[src/rtl/afq_pkg.sv]
// Package: constants, types and helper functions for the advertisement filter queue.
`default_nettype none

package afq_pkg;

  // Command codes carried by the command field of an input item.
  localparam logic CMD_BYTE = 1'b0;
  localparam logic CMD_POP  = 1'b1;

  // Field widths.
  localparam int BYTE_W  = 8;
  localparam int POS_W   = 5;
  localparam int TYPE_W  = 3;
  localparam int FP_W    = 16;
  localparam int ENTRY_W = TYPE_W + FP_W;
  localparam int CHAR_W  = 7;
  localparam int COUNT_W = 32;

  // Payload layout: byte positions within one advertisement.
  localparam logic [POS_W-1:0] POS_HDR0    = 5'd0;
  localparam logic [POS_W-1:0] POS_HDR1    = 5'd1;
  localparam logic [POS_W-1:0] POS_TYPE    = 5'd2;
  localparam logic [POS_W-1:0] POS_FP_HIGH = 5'd15;
  localparam logic [POS_W-1:0] POS_FINAL   = 5'd16;
  localparam logic [POS_W-1:0] POS_MAX     = 5'd31;

  // Header values.
  localparam logic [BYTE_W-1:0] HDR_BYTE = 8'hFF;
  localparam logic [BYTE_W-1:0] TYPE_MIN = 8'h01;
  localparam logic [BYTE_W-1:0] TYPE_MAX = 8'h05;

  // ASCII codes for hex digits.
  localparam logic [CHAR_W-1:0] CHAR_ZERO    = 7'd48;
  localparam logic [CHAR_W-1:0] CHAR_LOWER_A = 7'd97;
  localparam logic [3:0]        NIB_TEN      = 4'd10;

  // One queued entry: message type and fingerprint.
  typedef struct packed {
    logic [TYPE_W-1:0] msg_type;
    logic [FP_W-1:0]   fingerprint;
  } entry_t;

  // Lowercase ASCII hex character of one nibble.
  function automatic logic [CHAR_W-1:0] hex_char(input logic [3:0] nib);
    logic [CHAR_W-1:0] c;
    if (nib < NIB_TEN) begin
      c = CHAR_ZERO + CHAR_W'(nib);
    end else begin
      c = CHAR_LOWER_A + CHAR_W'(nib - NIB_TEN);
    end
    return c;
  endfunction

endpackage

`default_nettype wire

[src/rtl/advert_filter_queue.sv]
// Top level: advertisement payload filter with a fingerprint ring queue.
`default_nettype none

// The block takes one item per cycle: either a payload byte or a pop command.
// Payload bytes are checked on the fly (length 17, two 0xFF header bytes,
// type 1 to 5), and an accepted payload writes its type and fingerprint into
// a ring of RING_SLOTS slots in a RAM, which holds at most RING_SLOTS-1
// entries; a payload that arrives while the ring is full is dropped. Only a
// pop yields a result item: it passes through the registered RAM read into
// the read stage and then into the output register, which formats it.
// Payload bytes never produce a result. The input side takes a new item in
// every cycle unless a pop result is waiting in the read stage while the
// output register is still held by out_ready. The ring needs no clearing
// after reset.

module advert_filter_queue #(
  parameter int RING_SLOTS = 8
) (
  input  wire logic                          clk,
  input  wire logic                          rst,
  input  wire logic                          in_valid,
  output logic                               in_ready,
  input  wire logic                          command,
  input  wire logic [afq_pkg::BYTE_W-1:0]    data_byte,
  input  wire logic                          last_byte,
  output logic                               out_valid,
  input  wire logic                          out_ready,
  output logic                               entry_valid,
  output logic      [afq_pkg::CHAR_W-1:0]    hex_char_0,
  output logic      [afq_pkg::CHAR_W-1:0]    hex_char_1,
  output logic      [afq_pkg::CHAR_W-1:0]    hex_char_2,
  output logic      [afq_pkg::CHAR_W-1:0]    hex_char_3,
  output logic      [afq_pkg::TYPE_W-1:0]    message_type,
  output logic      [afq_pkg::COUNT_W-1:0]   delivered_count
);

  import afq_pkg::*;

  localparam int PTR_W = $clog2(RING_SLOTS);
  localparam logic [PTR_W-1:0] PTR_LAST = PTR_W'(RING_SLOTS - 1);

  // Parser state.
  logic [POS_W-1:0]  byte_position;
  logic              header_bad;
  logic [TYPE_W-1:0] captured_type;
  logic [BYTE_W-1:0] captured_fp_high;

  // Ring pointers and delivered total.
  logic [PTR_W-1:0]   write_pointer;
  logic [PTR_W-1:0]   read_pointer;
  logic [COUNT_W-1:0] pop_total;

  // Read stage (RAM data valid) and its side information.
  logic               s1_valid;
  logic               s1_hit;
  logic [COUNT_W-1:0] s1_count;

  entry_t             ram_wdata;
  entry_t             ram_rdata;
  logic [ENTRY_W-1:0] ram_rdata_raw;

  logic               in_acc;
  logic               byte_acc;
  logic               pop_acc;
  logic               out_free;
  logic               s1_adv;
  logic               ring_empty;
  logic [PTR_W-1:0]   write_pointer_next;
  logic [PTR_W-1:0]   read_pointer_next;
  logic               ring_full;
  logic               payload_ok;
  logic               ring_we;
  logic               byte_hdr_bad;
  logic [COUNT_W-1:0] pop_total_next;

  // Handshake decode.
  assign out_free = !out_valid || out_ready;
  assign s1_adv   = s1_valid && out_free;
  assign in_ready = !s1_valid || out_free;
  assign in_acc   = in_valid && in_ready;
  assign byte_acc = in_acc && (command == CMD_BYTE);
  assign pop_acc  = in_acc && (command == CMD_POP);

  // Ring pointer arithmetic, wrapping at RING_SLOTS.
  assign write_pointer_next = (write_pointer == PTR_LAST) ? '0 : write_pointer + 1'b1;
  assign read_pointer_next  = (read_pointer == PTR_LAST) ? '0 : read_pointer + 1'b1;
  assign ring_full          = (write_pointer_next == read_pointer);
  assign ring_empty         = (write_pointer == read_pointer);
  assign pop_total_next     = pop_total + 1'b1;

  // Header check of the current byte.
  always_comb begin
    byte_hdr_bad = 1'b0;
    if (byte_position == POS_HDR0 || byte_position == POS_HDR1) begin
      byte_hdr_bad = (data_byte != HDR_BYTE);
    end else if (byte_position == POS_TYPE) begin
      byte_hdr_bad = (data_byte < TYPE_MIN) || (data_byte > TYPE_MAX);
    end
  end

  // A payload is taken when its last byte lands on the final position with a clean header.
  assign payload_ok = last_byte && (byte_position == POS_FINAL) && !header_bad;
  assign ring_we    = byte_acc && payload_ok && !ring_full;

  assign ram_wdata.msg_type    = captured_type;
  assign ram_wdata.fingerprint = {captured_fp_high, data_byte};

  afq_ram #(
    .WIDTH(ENTRY_W),
    .DEPTH(RING_SLOTS)
  ) u_ring (
    .clk  (clk),
    .we   (ring_we),
    .waddr(write_pointer),
    .wdata(ram_wdata),
    .re   (pop_acc),
    .raddr(read_pointer),
    .rdata(ram_rdata_raw)
  );

  assign ram_rdata = entry_t'(ram_rdata_raw);

  // Parser registers.
  always_ff @(posedge clk) begin
    if (rst) begin
      byte_position    <= '0;
      header_bad       <= 1'b0;
      captured_type    <= '0;
      captured_fp_high <= '0;
    end else if (byte_acc) begin
      if (byte_position == POS_TYPE) begin
        captured_type <= data_byte[TYPE_W-1:0];
      end
      if (byte_position == POS_FP_HIGH) begin
        captured_fp_high <= data_byte;
      end
      if (last_byte) begin
        byte_position <= '0;
        header_bad    <= 1'b0;
      end else begin
        header_bad <= header_bad | byte_hdr_bad;
        if (byte_position != POS_MAX) begin
          byte_position <= byte_position + 1'b1;
        end
      end
    end
  end

  // Ring pointers and delivered total.
  always_ff @(posedge clk) begin
    if (rst) begin
      write_pointer <= '0;
      read_pointer  <= '0;
      pop_total     <= '0;
    end else begin
      if (ring_we) begin
        write_pointer <= write_pointer_next;
      end
      if (pop_acc && !ring_empty) begin
        read_pointer <= read_pointer_next;
        pop_total    <= pop_total_next;
      end
    end
  end

  // Read stage: waits for the RAM data of an accepted pop.
  always_ff @(posedge clk) begin
    if (rst) begin
      s1_valid <= 1'b0;
    end else if (pop_acc) begin
      s1_valid <= 1'b1;
    end else if (s1_adv) begin
      s1_valid <= 1'b0;
    end
  end

  always_ff @(posedge clk) begin
    if (pop_acc) begin
      s1_hit   <= !ring_empty;
      s1_count <= ring_empty ? pop_total : pop_total_next;
    end
  end

  // Output register: formats the popped entry.
  always_ff @(posedge clk) begin
    if (rst) begin
      out_valid <= 1'b0;
    end else if (s1_adv) begin
      out_valid <= 1'b1;
    end else if (out_ready) begin
      out_valid <= 1'b0;
    end
  end

  always_ff @(posedge clk) begin
    if (s1_adv) begin
      entry_valid     <= s1_hit;
      delivered_count <= s1_count;
      if (s1_hit) begin
        hex_char_0   <= hex_char(ram_rdata.fingerprint[15:12]);
        hex_char_1   <= hex_char(ram_rdata.fingerprint[11:8]);
        hex_char_2   <= hex_char(ram_rdata.fingerprint[7:4]);
        hex_char_3   <= hex_char(ram_rdata.fingerprint[3:0]);
        message_type <= ram_rdata.msg_type;
      end else begin
        hex_char_0   <= CHAR_ZERO;
        hex_char_1   <= CHAR_ZERO;
        hex_char_2   <= CHAR_ZERO;
        hex_char_3   <= CHAR_ZERO;
        message_type <= '0;
      end
    end
  end

  // A waiting read stage behind a held output register must stop the input side.
  a_stall_blocks_input: assert property (@(posedge clk) disable iff (rst)
    (s1_valid && out_valid && !out_ready) |-> !in_ready)
    else $error("input taken while the read stage is blocked");

  // A pop on an empty ring leaves the delivered total alone.
  a_empty_pop_count: assert property (@(posedge clk) disable iff (rst)
    (pop_acc && ring_empty) |=> $stable(pop_total))
    else $error("delivered total moved on an empty pop");

  // An accepted pop always fills the read stage in the next cycle.
  a_pop_fills_stage: assert property (@(posedge clk) disable iff (rst)
    pop_acc |=> s1_valid)
    else $error("accepted pop did not reach the read stage");

  // A delivered entry always carries a legal message type.
  a_entry_type_legal: assert property (@(posedge clk) disable iff (rst)
    (out_valid && entry_valid) |->
      (message_type >= TYPE_W'(TYPE_MIN) && message_type <= TYPE_W'(TYPE_MAX)))
    else $error("delivered entry has an illegal message type");

  // The ring never writes while full.
  a_no_overwrite: assert property (@(posedge clk) disable iff (rst)
    ring_we |-> !ring_full)
    else $error("ring written while full");

endmodule

`default_nettype wire

[src/rtl/afq_ram.sv]
// Generic single-write, single-read RAM with registered read data.
`default_nettype none

module afq_ram #(
  parameter int WIDTH = 19,
  parameter int DEPTH = 8
) (
  input  wire logic                     clk,
  input  wire logic                     we,
  input  wire logic [$clog2(DEPTH)-1:0] waddr,
  input  wire logic [WIDTH-1:0]         wdata,
  input  wire logic                     re,
  input  wire logic [$clog2(DEPTH)-1:0] raddr,
  output logic      [WIDTH-1:0]         rdata
);

  logic [WIDTH-1:0] mem [DEPTH];

  // Write port.
  always_ff @(posedge clk) begin
    if (we) begin
      mem[waddr] <= wdata;
    end
  end

  // Read port; data holds until the next read.
  always_ff @(posedge clk) begin
    if (re) begin
      rdata <= mem[raddr];
    end
  end

endmodule

`default_nettype wire
[config.mk]
export PLATFORM = sky130hd
export DESIGN_NAME = advert_filter_queue
export DESIGN_NICKNAME = d
export VERILOG_FILES = /design/src/rtl/afq_pkg.sv /design/src/rtl/advert_filter_queue.sv /design/src/rtl/afq_ram.sv
export SDC_FILE = /design/constraint.sdc
export NUM_CORES = 1
export LEC_CHECK = 0
export BUFFER_PORTS_ARGS = -buffer_cell sky130_fd_sc_hd__buf_2
export CORE_MARGIN = 2
export CORE_UTILIZATION = 55
export DETAILED_ROUTE_END_ITERATION = 8
export PLACE_DENSITY_LB_ADDON = 0.15
export RECOVER_POWER = 25
export SYNTH_ARGS = -nofsm -noshare
export SYNTH_HDL_FRONTEND = slang
export SYNTH_SLANG_ARGS = --single-unit
[constraint.sdc]
create_clock -name clk -period 11.4 [get_ports clk]
set_input_delay 0.57 -clock clk [delete_from_list [all_inputs] [get_ports clk]]
set_output_delay 0.57 -clock clk [all_outputs]
set_load 0.02 [all_outputs]
==> results of run 1 <==
[metal layers]
| metal | global-route usage [%] | part of all wire [%] | wire [um] |
|---|---|---|---|
| met1 | 28.39 | 47 | 11290 |
| met2 | 29.09 | 46 | 10970 |
| met3 | 3.590 | 5.2 | 1233 |
| met4 | 4.140 | 1.5 | 353 |
| met5 | 0 | 0 | 0 |
[kinds of logic after synthesis]
family	count (synthesis)	share of synthesized area [%]
AOI/OAI and AO/OA	73	3.493
xor gates and xnor gates	54	3.603
DFF	325	67.86
adders and majority gates	27	2.495
muxes	90	10.45
buffers and inverters	71	2.144
and+or+nand+nor	238	9.960
[cell type report]
cell class,instances,share of cell area [%]
multi-input cells,482,26.83
repair buffers,88,2.962
clock inverters,17,0.9245
inverters,22,0.5400
well taps,324,2.651
clock buffers,43,5.989
flip-flops and latches,325,60.10
[registers in the layout (all words and copies together), names as in the netlist, 3 cells and up]
name and count:
s1_count 32, hex_char_1 7, u_ring.mem 152, captured_fp_high 8, hex_char_0 7, u_ring.rdata 19, write_pointer 3, delivered_count 32
read_pointer 3, message_type 3, byte_position 5, captured_type 3, hex_char_2 7, hex_char_3 7, pop_total 32
[worst max-delay path: stages, from the launching register on]
cell	delay [ns]
dfxtp_1	0.62
ha_1	0.24
ha_1	0.19
nor2_1	0.07
xnor2_1	0.15
a31oi_1	0.68
and4_1	0.99
[synthesized netlist by cell type (2+ instances only)]
cell	number
a21oi_1	26
a22oi_1	2
a31oi_1	2
and2_1	19
and3_1	8
and3b_1	2
and4_1	8
and4b_1	4
buf_1	3
buf_2	19
clkbuf_1	27
dfxtp_1	57
edfxtp_1	268
ha_1	27
inv_1	22
mux2_2	31
mux2i_1	21
mux4_2	38
nand2_1	32
nand2b_1	4
nand3_1	25
nand3b_1	5
nand4_1	15
nor2_1	40
nor2b_1	18
nor3_1	13
nor4_1	14
nor4b_1	3
nor4bb_1	2
o211a_1	4
o21ai_0	20
o31ai_1	10
or3_1	11
or4_1	11
xnor2_1	16
xor2_1	36
xor2_2	2
[where the power goes]
group | total [mW] | switching (mW) | internal, mW | leakage [nW]
sequential | 1.30 | 0.00530 | 1.29 | 2.69
combinational | 0.0554 | 0.0391 | 0.0163 | 1.86
clock | 1.05 | 0.431 | 0.616 | 0.522
total | 2.40 | 0.475 | 1.92 | 5.07
[metrics by stage]
step	total power, mW	hold slack (ns)	std cells	utilization (%)
floorplan	1.358	0.4003	878	-
global placement	1.378	0.4040	1241	58.75
detailed placement	1.380	0.4045	1241	58.75
CTS	2.423	0.3323	1301	63.11
global route	2.474	0.3724	1301	63.07
finish	2.400	0.3411	1301	63.07
[worst max-delay path by stage]
stage | startpoint | to | cells after the start
after floorplan | out_ready | delivered_count[0] | 2
after global placement | command | u_ring.mem[5][4] | 5
after detailed placement | command | u_ring.mem[7][7] | 5
after CTS | write_pointer[0] | u_ring.mem[7][4] | 6
after global routing | write_pointer[0] | u_ring.mem[6][3] | 6
final | write_pointer[0] | u_ring.mem[7][7] | 6
[cells in the final DEF (no fill, tap or decap), types with 5 or more instances in the layout]
cell type    n
a21oi_1     26
and2_1      19
and3_1       8
and4_1       8
buf_2       71
buf_4        9
clkbuf_1    15
clkbuf_16   35
clkinv_2    10
dfxtp_1     55
edfxtp_1   268
ha_1        27
inv_1       21
mux2_2      31
mux2i_1     21
mux4_2      38
nand2_1     32
nand3_1     25
nand3b_1     5
nand4_1     15
nor2_1      40
nor2b_1     18
nor3_1      13
nor4_1      14
o21ai_0     20
o31ai_1     10
or3_1       11
or4_1       11
xnor2_1     16
xor2_1      36
==> flow_summary.ini, run 1 <==
[job]
maxCapViolCount = 0

[cts]
cts_resized = 0
cts-htree-levels = 2
cts.sinks = 325
clk_pin_slew_ns = 0.06
numCtsBuffers = 34
cts_tree = yes
cts-root-buf = clkbuf_16
postCtsSetupBuffers = 0
cts_buffer_depth = 3
clock_latency_ns = 0.51
hold_buffers = 0

[grt]
antenna_found_initial = 0
grt_max_degree = 71
grt_usage_pct = 18.88
grt_pass1_vias = 6977
grt_first_pass_wirelength_um = 38040
overflow = 0

[die]
dieArea_um2 = 25890
rows = 57
die_w_um = 160.9
io_pins = 80
core_um2 = 24250
initial_core_util_pct = 55.85
die_y_um = 160.9

[yosys]
synth_edf_count = 268
yosysUniqueCellTypes = 50
async_reset_ff_share_pct = 0
synth-seq-cells = 325
ys_warn_count = 0
synth_top_area_share_pct = 59.43
yosys-top-cells-area = edfxtp_1, dfxtp_1, mux4_2
syn_nets = 919
yosys.area.top_type = edfxtp_1
synthCells = 878
ys_seq_area_share_pct = 67.86
syn_area_per_cell_um2 = 15.42
syn_area_um2 = 13540
synth-main-ff-cell = edfxtp_1

[final_layout]
postLayoutCellArea_um2 = 15290
final_layout_size_suffix_gt1_share_pct = 21.80
diodes = 0
nets = 994
regArea_um2 = 9191
multi_input_area_um2 = 4104
fillers = 1808
syn_to_final_growth_pct = 12.94

[worst_setup_path]
crit_fanout = 19
endpoint_kind = register
r2r_setup_slack_ns = 8.06
rr_endpoint = u_ring.mem[7][7]
critPathKind = register to register
cp.arrival_ns = 3.45
required_ns = 11.52
rr_startpoint = write_pointer[0]
rr_worst_depth = 6
startpoint_type = register

[placement]
dpl.hpwl_um = 14740
placed_cell_area_um2 = 14250
port_buffers = 79
post-place-ws_ns = 7.976
gp_congestion = 0.7752

[detailed_routing]
wl_per_cell_um = 18.33
drtIter0Drc = 696
vias = 7327
drtAntennaViolNets = 0
vias_per_cell = 5.632
firstDrtPassIters = 5
drc = 0
routed_wl_um = 23850

[sta]
setup_tns_ns = 0
finalHoldViolations = 0
fin_crit_ns = 3.337
maxSlewHeadroom_pct = 23.09
rsz0062_at_grt = false
finalCritPeriodShare_pct = 29.27
drv_slew = 0
setup_viol = 0
timing.final.ws_setup_ns = 8.063
fmax_ghz = 0.2997
worst_slew_pin_slew_ns = 1.154
finalClockSkew_ns = 0.01462

[worst_hold_path]
holdPathEnd = s1_valid
hp-start = in_valid
whs_path_depth = 3
hp-class = primary input to register

[power]
peakVddDrop_v = 0.0001182
p_leak_nw = 5.073
p_per_area_nw_per_um2 = 156.9

[outcome]
status = finished, final reports clean
(Power assumes the default switching activity.)
==> run 2: changes to the inputs <==
- clock period: 11.4 -> 2.85 ns (I/O delays scaled with it)
==> run 2 against run 1 <==
  * Cell count up 2.2%
  * Maximum frequency up 40%
  * Core utilization up 1.3 points
  * Worst setup slack lost 7.6 ns
  * Clock skew about the same
  * Via count up 2.2%
  * Flip-flop and latch count unchanged
  * Sequential share of layout area down 1.2 points
  * Hold slack got worse by 0.18 ns
  * Die area unchanged
  * First-iteration DRC count fell by 24%
==> flow_summary.ini, run 2 (synthesis gave the netlist of run 1 again) <==
[detailed_routing]
wl_per_cell_um = 18.32
drc = 0
drtAntennaViolNets = 0
drtIter0Drc = 528
vias_per_cell = 5.628
vias = 7485
routed_wl_um = 24360
firstDrtPassIters = 4

[cts]
numCtsBuffers = 35
clock_latency_ns = 0.52
postCtsSetupBuffers = 0
cts-htree-levels = 2
cts_buffer_depth = 3
cts_tree = yes
cts.sinks = 325
cts-root-buf = clkbuf_16
hold_buffers = 9
clk_pin_slew_ns = 0.06
cts_resized = 0

[sta]
setup_viol = 0
hold_ws_ns = 0.1610
worst_slew_pin_slew_ns = 0.9515
fin_crit_ns = 2.384
setup_tns_ns = 0
finalHoldViolations = 0
drv_slew = 0
finalCritPeriodShare_pct = 83.65
maxSlewHeadroom_pct = 36.57
finalClockSkew_ns = 0.01492
rsz0062_at_grt = false
fmax_ghz = 0.4195

[worst_hold_path]
hp-class = primary input to register

[final_layout]
syn_to_final_growth_pct = 15.21
diodes = 0
final_common_cell = edfxtp_1
mostFrequentLayoutCells = edfxtp_1, buf_2, dfxtp_1
nets = 1020
postLayoutCellArea_um2 = 15600
largest-register = u_ring.mem
final_layout_size_suffix_gt1_share_pct = 22.47
fillers = 1777
largest_register_ffs = 152

[worst_setup_path]
required_ns = 3.03
endpoint_kind = register
startpoint_type = register
crit_fanout = 19
crit_chain = nor4b_1 -> nand3_1 -> a31oi_1 -> buf_4 -> nor4bb_4 -> buf_4
r2r_setup_slack_ns = 0.47
cpMostUsedCell = buf_4
critPathKind = register to register
crit_slowest_cell = nor4b_1
worst_path_largest_cell_delay_ns = 0.54
cp.arrival_ns = 2.56

[die]
initial_core_util_pct = 55.85
die_w_um = 160.9
dieArea_um2 = 25890
rows = 57
core_um2 = 24250
io_pins = 80
die_y_um = 160.9

[grt]
grt_pass1_vias = 7376
grt_usage_pct = 19.69
grt_first_pass_wirelength_um = 39860
antenna_found_initial = 0
overflow = 0
grt_max_degree = 65

[power]
peakVddDrop_v = 0.0004311
p_per_area_nw_per_um2 = 623.2
p_leak_nw = 5.223

[placement]
dpl.hpwl_um = 14620
placed_cell_area_um2 = 14400
gp_congestion = 0.7928
port_buffers = 79

[job]
maxCapViolCount = 0

[outcome]
status = finished, final reports clean
-- run 2: cell type report --
| class | instances | area (um2) | area share (%) |
|---|---|---|---|
| clock buffer | 58 | 1064 | 6.817 |
| clock inverter | 6 | 53.80 | 0.3449 |
| inverter | 22 | 82.58 | 0.5293 |
| multi-input combinational | 482 | 4104 | 26.31 |
| sequential | 325 | 9191 | 58.91 |
| tap | 324 | 405.4 | 2.598 |
| timing repair buffer | 113 | 700.7 | 4.491 |
-- run 2: worst max-delay path, delay by kind of cell, from the launching register on --
family	cells	cell delay, ns
AND/OR/NAND/NOR	3	0.95
buffers and inverters	2	0.54
flip-flops	1	0.35
AO/OA/AOI/OAI	1	0.22
-- run 2: final timing paths --
kind,start,cells after the start,end
min reg2reg,s1_count[8],0,delivered_count[8]
max reg2reg,byte_position[2],6,u_ring.mem[4][14]
min,command,4,header_bad
max,byte_position[2],6,u_ring.mem[4][14]
-- run 2: routing by layer --
metal	wire length, um	track usage, %	up-vias
li1	-	-	3563
met1	11250	28.40	3725
met2	11630	31.88	157
met3	1042	3.202	40
met4	439	4.789	0
met5	0	0	-
-- run 2: report_power, final --
group | internal (mW) | switching [mW] | leakage [nW]
Combinational | 0.0781 | 0.160 | 1.99
Sequential | 5.17 | 0.0232 | 2.69
Clock | 2.56 | 1.73 | 0.543
Total | 7.81 | 1.92 | 5.22
-- run 2: stage by stage --
stage	instances	util (%)	power (mW)	setup WS, ns
final	1330	64.34	9.723	0.4661
after global routing	1330	64.34	10.05	0.2266
after CTS	1330	64.38	9.821	0.4695
after detailed placement	1257	59.40	5.527	0.4737
after global placement	1257	59.40	5.522	0.5188
after floorplan	878	-	5.429	-0.2692
==> run 3: changes to the inputs <==
- clock period: 2.85 -> 2.2 ns (I/O delays scaled with it)
==> run 3 against run 2 <==
  * The flow now finishes with violations (max-capacitance violations, max-slew violations)
  * Total power grew 30%
  * Core utilization grew 1.3 points
  * Cell count grew 1.4%
  * Highest routed layer unchanged
==> flow_summary.ini, run 3 (synthesis gave the netlist of run 1 again) <==
[outcome]
status = finished, violations left
failed_checks = max-capacitance violations, max-slew violations

[final_layout]
mostFrequentLayoutCells = edfxtp_1, buf_2, dfxtp_1
regArea_um2 = 9199
nets = 1041
final_layout_size_suffix_gt1_share_pct = 25.56
multi_input_area_um2 = 4146
final_common_cell = edfxtp_1
largest_register_ffs = 152
diodes = 0
largest-register = u_ring.mem
syn_to_final_growth_pct = 17.55
fin_util_pct = 65.65
fillers = 1751

[cts]
clk_pin_slew_ns = 0.06
cts_tree = yes
cts-htree-levels = 2
numCtsBuffers = 34
cts_buffer_depth = 3
cts.sinks = 325
cts-root-buf = clkbuf_16
postCtsSetupBuffers = 0
clock_latency_ns = 0.51

[power]
p_seq_share_pct = 53.0
p_leak_nw = 5.346
intPower_mw = 10.16
p_switching_mw = 2.525
peakVddDrop_v = 0.0006170
p_clk_share_pct = 44.4
p_per_area_nw_per_um2 = 796.9
switching_share_pct = 19.91
comb_power_share_pct = 2.6

[detailed_routing]
firstDrtPassIters = 5
wl_per_cell_um = 18.35
routed_wl_um = 24760
vias = 7562
vias_per_cell = 5.606
drtAntennaViolNets = 0
drc = 0
drtIter0Drc = 527

[die]
rows = 57
io_pins = 80
core_um2 = 24250
dieArea_um2 = 25890
die_y_um = 160.9
initial_core_util_pct = 55.85
die_w_um = 160.9

[worst_setup_path]
crit_chain = ha_4 -> ha_4 -> nor2_1 -> xnor2_1 -> a31oi_1 -> buf_4 -> nor4bb_4 -> buf_12
path_buf_inv = 2
critPathTopFamily = buffers and inverters
required_ns = 2.40
critPathKind = register to register
crit_slowest_cell = dfxtp_4
worst_path_largest_cell_delay_ns = 0.39
cp.arrival_ns = 2.28
crit_fanout = 19
startpoint_type = register
endpoint_kind = register
cpMostUsedCell = ha_4

[sta]
setup_viol = 0
fmax_ghz = 0.4797
setup_tns_ns = 0
finalClockSkew_ns = 0.01579
rsz0062_at_grt = false
finalCritPeriodShare_pct = 94.77
maxSlewHeadroom_pct = -17.54
hold_ws_ns = 0.1578
fin_crit_ns = 2.085
drv_slew = 42
finalHoldViolations = 0
worst_slew_pin_slew_ns = 1.763

[job]
maxCapViolCount = 1

[grt]
overflow = 0
grt_first_pass_wirelength_um = 39520
grt_usage_pct = 19.59
antenna_found_initial = 0
grt_pass1_vias = 7232
grt_max_degree = 42

[placement]
dpl.hpwl_um = 16080
gp_congestion = 0.8089
port_buffers = 79

[worst_hold_path]
hp-class = primary input to register
[run 3: layout make-up]
class | instances | area share (%)
inverters | 22 | 0.5424
clock inverters | 19 | 1.171
clock buffers | 42 | 5.793
repair buffers | 135 | 6.108
well taps | 324 | 2.547
flip-flops and latches | 325 | 57.79
multi-input cells | 482 | 26.05
[run 3: per-stage QoR]
step	std cells	worst slack (ns)	area, um2	power [mW]
final	1349	0.1152	15920	12.68
after global routing	1349	0.01827	15920	13.09
after CTS	1349	0.09806	15920	12.82
after detailed placement	1276	0.1009	14690	7.167
after global placement	1276	0.1488	14690	7.162
after floorplan	878	-0.1716	13640	7.032
[run 3: layer usage]
metal | vias to the layer above | GRT usage, % | share of wire [%]
li1 | 3609 | - | -
met4 | 0 | 5.317 | 1.9
met2 | 180 | 30.02 | 45
met3 | 39 | 3.280 | 5.7
met5 | - | 0 | 0
met1 | 3734 | 29.47 | 47
[run 3: power groups by stage]
stage	Clock [mW]	Sequential (mW)	Combinational, mW
final	5.64	6.72	0.329
after global routing	6.01	6.72	0.361
after CTS	5.77	6.72	0.333
after detailed placement	0	6.85	0.316
after global placement	0	6.85	0.311
after floorplan	0	6.89	0.137
[run 3: repair_timing]
action,4_1_cts,5_1_grt
hold endpoints to repair,68,0
resized for setup,0,1
hold buffers,12,0
setup endpoints to repair,0,14
[run 3: final timing paths]
check,startpoint,to,slack (ns),cells after the start
max,write_pointer[1],u_ring.mem[2][16],0.12,8
min,command,header_bad,0.16,4
max reg2reg,write_pointer[1],u_ring.mem[2][16],0.12,8
min reg2reg,s1_count[23],delivered_count[23],0.42,0
[run 3: tightest hold or removal path, stage by stage]
cell	delay [ns]
buf_2	0.12
nor2b_1	0.09
a31oi_1	0.17
o21a_1	0.12
